### src/hdl/tcgp_pkg.sv
// ----------------------------------------------------------------------------
// tcgp_pkg
// Shared types and constants of the text cursor glyph placer.
// ----------------------------------------------------------------------------
package tcgp_pkg;

   localparam int TABLE_DEPTH = 128;
   localparam int IDX_W       = 7;
   localparam int CODE_W      = 8;
   localparam int CNT_W       = 8;
   localparam int CW_W        = 7;
   localparam int SW_W        = 12;
   localparam int COORD_W     = 16;
   localparam int GX_W        = 14;

   localparam logic [CODE_W-1:0] CODE_CR = 8'd13;
   localparam logic [CODE_W-1:0] CODE_LF = 8'd10;

   typedef enum logic [1:0] {
      MODE_TABLE = 2'd0,
      MODE_START = 2'd1,
      MODE_CHAR  = 2'd2
   } mode_type;

   typedef enum logic [2:0] {
      REG_CHAR_WIDTH   = 3'd0,
      REG_CHAR_HEIGHT  = 3'd1,
      REG_SCREEN_WIDTH = 3'd2,
      REG_WRAP_ENABLE  = 3'd3,
      REG_LOOKUP_MODE  = 3'd4,
      REG_GLYPH_COUNT  = 3'd5
   } reg_index_type;

   typedef enum logic [2:0] {
      ST_IDLE   = 3'b001,
      ST_SEARCH = 3'b010,
      ST_EMIT   = 3'b100
   } state_type;

   // glyph table write, broadcast to every cell
   typedef struct packed {
      logic              en;
      logic [IDX_W-1:0]  index;
      logic [CODE_W-1:0] value;
   } wr_type;

   // search request travelling along the cell row
   typedef struct packed {
      logic              valid;
      logic [CODE_W-1:0] code;
      logic              found;
      logic [IDX_W-1:0]  idx;
   } probe_type;

endpackage

### src/hdl/tcgp_cell.sv
// ----------------------------------------------------------------------------
// tcgp_cell
// One glyph table entry with its compare stage; passes the search request on.
// ----------------------------------------------------------------------------
module tcgp_cell #(
   parameter int CELL_IDX = 0
) (
   input  logic                      clock,
   input  logic                      reset,
   input  tcgp_pkg::wr_type          wr,
   input  logic [tcgp_pkg::CNT_W-1:0] glyph_count,
   input  tcgp_pkg::probe_type       probe_in,
   output tcgp_pkg::probe_type       probe_out
);
   import tcgp_pkg::*;

   localparam logic [IDX_W-1:0] MY_IDX = IDX_W'(CELL_IDX);
   localparam logic [CNT_W-1:0] MY_CNT = CNT_W'(CELL_IDX);

   logic [CODE_W-1:0] entry_ff;
   probe_type         probe_ff;
   probe_type         probe_in_w;
   logic              hit;

   always_comb begin
      hit = probe_in.valid && !probe_in.found && (MY_CNT < glyph_count) &&
            (entry_ff == probe_in.code);
      probe_in_w       = probe_in;
      probe_in_w.found = probe_in.found | hit;
      probe_in_w.idx   = hit ? MY_IDX : probe_in.idx;
   end

   always_ff @(posedge clock) begin
      if (wr.en && (wr.index == MY_IDX)) begin
         entry_ff <= wr.value;
      end
   end

   always_ff @(posedge clock) begin
      if (reset) begin
         probe_ff <= '0;
      end else begin
         probe_ff <= probe_in_w;
      end
   end

   assign probe_out = probe_ff;

endmodule

### config.mk
export PLATFORM = sky130hd
export DESIGN_NAME = tcgp_cell
export DESIGN_NICKNAME = d
export VERILOG_FILES = /design/src/hdl/tcgp_pkg.sv /design/src/hdl/tcgp_cell.sv
export SDC_FILE = /design/constraint.sdc
export NUM_CORES = 1
export LEC_CHECK = 0
export BUFFER_PORTS_ARGS = -buffer_cell sky130_fd_sc_hd__buf_4
export CORE_MARGIN = 10
export CORE_UTILIZATION = 40
export CTS_CLUSTER_SIZE = 16
export DETAILED_ROUTE_END_ITERATION = 6
export HOLD_SLACK_MARGIN = 0.08
export PLACE_DENSITY = 0.89
export SLEW_MARGIN = 5
export SYNTH_ARGS = -nofsm -noshare
export SYNTH_HDL_FRONTEND = slang
export SYNTH_SLANG_ARGS = --single-unit
### constraint.sdc
create_clock -name clock -period 1.5 [get_ports clock]
set_clock_uncertainty 0.05 [all_clocks]
set_input_delay 0.15 -clock clock [delete_from_list [all_inputs] [get_ports clock]]
set_output_delay 0.15 -clock clock [all_outputs]
set_load 0.03 [all_outputs]
* After elaboration in Yosys (flattened, before gate mapping)
Index checks and enable logic that the tools add are counted.
Cells by class: div/mod/pow operators 0, shift-type cells 0, $lt $le $gt $ge 1, bitwise logic cells 1, reductions and logical operators 7, $add $sub $neg 0, mux-type cells 0, multiply operators 0, eq/ne operators 1
Operator list (count):
- == test 8 bit | 1
- < comparator 1 x 8 -> 1 bit (first input constant) | 1
- logical NOT 7 bit | 1
- logical AND 1 bit | 4
- OR reduction 2 bit | 1
- logical NOT 1 bit | 1
- OR 1 bit | 1
Word-level totals: bits in read-only memories 0, RAM bits 0, memories kept 0, latch bits 0, register bits after elaboration 25, word-level logic and storage cells 15, output and inout bits 17

* Depth between registers and ports, before layout
depth after elaboration 5, gate-level depth with buffers 3

* Worst setup path before layout
Ideal clock, no wire load.
path kind register to register, start reg entry_ff[2], end reg probe_ff, in the netlist probe_out[0], arrival time 1.122 ns, stages on the path, launching flop included 4, clock period less this slack 1.323 ns, path slack 0.177 ns, cells stage by stage edfxtp_1 -> xor2_1 -> a2111oi_4 -> a311oi_1
Between the ends: cells in the longest elaborated chain, start to end 3
RTL lines:
- from (decl) | line tcgp_cell.sv:20 | logic [CODE_W-1:0] entry_ff;
- from (signal assigned) | line tcgp_cell.sv:35 | entry_ff <= wr.value;
- == test 8 bit | line tcgp_cell.sv:27 | (entry_ff == probe_in.code);
- logical AND 1 bit | line tcgp_cell.sv:26 | hit = probe_in.valid && !probe_in.found && (MY_CNT < glyph_count) &&
- OR reduction 2 bit (no source line)
- to (signal assigned) | line tcgp_cell.sv:43 | probe_ff <= probe_in_w;
- to (decl) | line tcgp_cell.sv:21 | probe_type probe_ff;
No other way between the ends. A chain may end at the register's enable or synchronous reset.

* Worst setup path in the final report
start in probe_in[13] (netlist name), end reg probe_ff, in the netlist probe_out[2]
Between the ends: cells in the longest elaborated chain, start to end 3
RTL lines:
- from (decl) | line tcgp_cell.sv:12 | input tcgp_pkg::probe_type probe_in,
- == test 8 bit | line tcgp_cell.sv:27
- logical AND 1 bit | line tcgp_cell.sv:26
- OR reduction 2 bit (no source line)
No other way between the ends.

==> results.cfg <==
[worst_setup_path]
critPathMaxStageDelay_ns = 0.55
worstSetupEndpointType = flip-flop
crit_slowest_cell = dlygate4sd3_1
crit_type = in -> reg
reg2reg_slack_ns = 0.18
critPathMostFrequentCell = buf_4
worst_ep_required_time_ns = 1.67
reg2reg_depth = 4
crit_fanout = 8
startpoint_type = primary input
worstPathCellList = dlygate4sd3_1, buf_4, xor2_1, nor4_4, buf_4, a311oi_1
cp.arrival_ns = 1.58

[finish]
postLayoutCoreUtil_pct = 77.49
antenna_cells = 0
fin_nets = 205
drive_gt1_share_pct = 43.48
area_growth_pct = 85.39
fill_cells = 133

[global_routing]
antenna_found_initial = 0
first_global_vias = 1033
grt_max_degree = 19
grt_overflow = 0
grt_use_total_pct = 13.16
grt_pass1_wl_um = 4754

[synth]
synth_cell_types = 16
yosys_warnings = 0
synthCells = 70
synthesis.nets = 113
ys_ff_latch = 25
syn_avg_cell_area_sq_um = 13.21
syn_area_sq_um = 924.6
yosysSeqAreaShare_pct = 62.79

[route]
firstDrtPassIters = 2
wl_per_cell_um = 15.23
drt_wl_total_um = 2879
viasPerCell = 4.534
drc = 0
via_count = 857
drtAntennaViolNets = 0
drt_iter0_markers = 10

[sta]
worst_pin_slew_ns = 0.3666
period_share_pct = 93.86
slew_headroom_pct = 75.54
fin_setup_tns_ns = 0
slew_violations = 0
rsz0062_at_grt = false
max_freq_ghz = 0.7103
hold_viol_final = 0
setup_violations = 0
period_minus_slack_ns = 1.408

[place]
hpwl_um = 2179
gp_congestion = 0.7093
numPortBuffers = 59

[floorplan]
rows = 17
die_h_um = 68.08
dieArea_sq_um = 4635
start_util_pct = 41.80
ioPinCount = 60
die_x_um = 68.08
core_area_sq_um = 2212

[worst_hold_path]
holdPathStages = 2
hp-class = in -> reg

[run]
cap_viol_max_count = 0

[clocking]
cts_tree = done
worst_setup_hold_path_clk_slew_ns = 0.13
clock_latency_ns = 0.31
post_cts.resized_instances = 0
cts.sinks = 25
numCtsBuffers = 3
clk_path_buf_depth = 2
h-tree-depth = 1
cts_root_buffer = clkbuf_4

[run_status]
status = finished clean

[power]
cellLeakagePower_nw = 0.7760
powerDensity_nw_per_um2 = 768.9
p_total_w = 0.001318
irDropWorstVdd_v = 0.0006158
==> path summary, 6_finish.rpt <==
kind                         start                      end
max                   probe_in[13]  probe_out[2]$_SDFF_PP0_
min reg2reg  entry_ff[7]$_DFFE_PP_  probe_out[1]$_SDFF_PP0_
min                         wr[14]    entry_ff[3]$_DFFE_PP_
max reg2reg  entry_ff[6]$_DFFE_PP_  probe_out[7]$_SDFF_PP0_
==> synth_stat cells (all sizes together) <==
| library cell | number | area share (%) |
|---|---|---|
| dfxtp | 17 | 37 |
| inv | 9 | 3.7 |
| edfxtp | 8 | 26 |
| nor2b | 8 | 5.7 |
| xor2 | 8 | 7.6 |
| a311oi | 7 | 6.6 |
| nor4 | 5 | 6.4 |
| clkbuf | 2 | 0.81 |
| nor2 | 2 | 0.81 |
| a2111oi | 1 | 3.0 |
| a32o | 1 | 1.1 |
| and4b | 1 | 1.1 |
| nor3 | 1 | 0.54 |
==> power breakdown <==
| part | internal, W | leakage [nW] | switching [W] |
|---|---|---|---|
| sequential | 0.000722 | 0.214 | 0.00000737 |
| clock | 0.000104 | 0.0150 | 0.000186 |
| combinational | 0.000171 | 0.547 | 0.000128 |
==> routing by layer <==
metal | track usage, % | share of wire, % | vias to the layer above
met5 | 0 | 0 | -
met4 | 3.518 | 0.94 | 0
met3 | 6.525 | 13 | 4
met2 | 24.53 | 54 | 43
met1 | 12.49 | 33 | 381
li1 | - | - | 429
==> critical path: cells and delay by family <==
family                 cells  cell delay (ns)
AO/OA/AOI/OAI              1             0.28
XOR/XNOR                   1             0.23
buffers and inverters      3             0.86
AND/OR/NAND/NOR            1             0.07
==> what timing repair did <==
action                                  CTS  global route
hold buffers                             26             1
endpoints found under the setup margin    0             8
buffers inserted                          0             2
endpoints found under the hold margin    25             2
==> registers in the layout, indices dropped and copies added (netlist names) <==
signal     flops
probe_out     17
entry_ff       8
==> through the flow <==
| stage | hold slack (ns) | area (sq um) | setup WS [ns] | instances |
|---|---|---|---|---|
| 3_3_place_gp | 0.2778 | 1403 | 0.1286 | 156 |
| 6_report | 0.3668 | 1714 | 0.09217 | 189 |
| 3_5_place_dp | 0.2796 | 1403 | 0.02890 | 156 |
| 5_1_grt | 0.3546 | 1714 | 0.01275 | 189 |
| 2_1_floorplan | 0.1989 | 924.6 | 0.1766 | 70 |
| 4_1_cts | 0.08080 | 1689 | 0.01240 | 186 |
==> cell usage in the layout (no fill, tap or decap), types with 2 or more instances in the layout <==
master	instances
a311oi_1	7
buf_4	62
clkbuf_4	3
dfxtp_1	17
dlygate4sd3_1	27
edfxtp_1	8
inv_1	9
nor2_1	2
nor2b_1	7
nor4_1	2
nor4_2	2
xor2_1	8
==> kinds of logic after synthesis <==
group | after synthesis | share of synthesized area (%)
flops | 25 | 62.79
simple gates | 17 | 14.48
buf+inv | 11 | 4.466
compound gates | 9 | 10.69
xor+xnor | 8 | 7.578
==> final cells by class <==
class	instances	area (sq um)	share of cell area [%]
clock buffers	4	26.28	1.533
inverters	9	33.78	1.971
flip-flops and latches	25	580.6	33.87
repair buffers	89	735.7	42.92
well taps	28	35.03	2.044
multi-input cells	34	302.8	17.66
No activity file was read; power rests on OpenSTA's default activity.
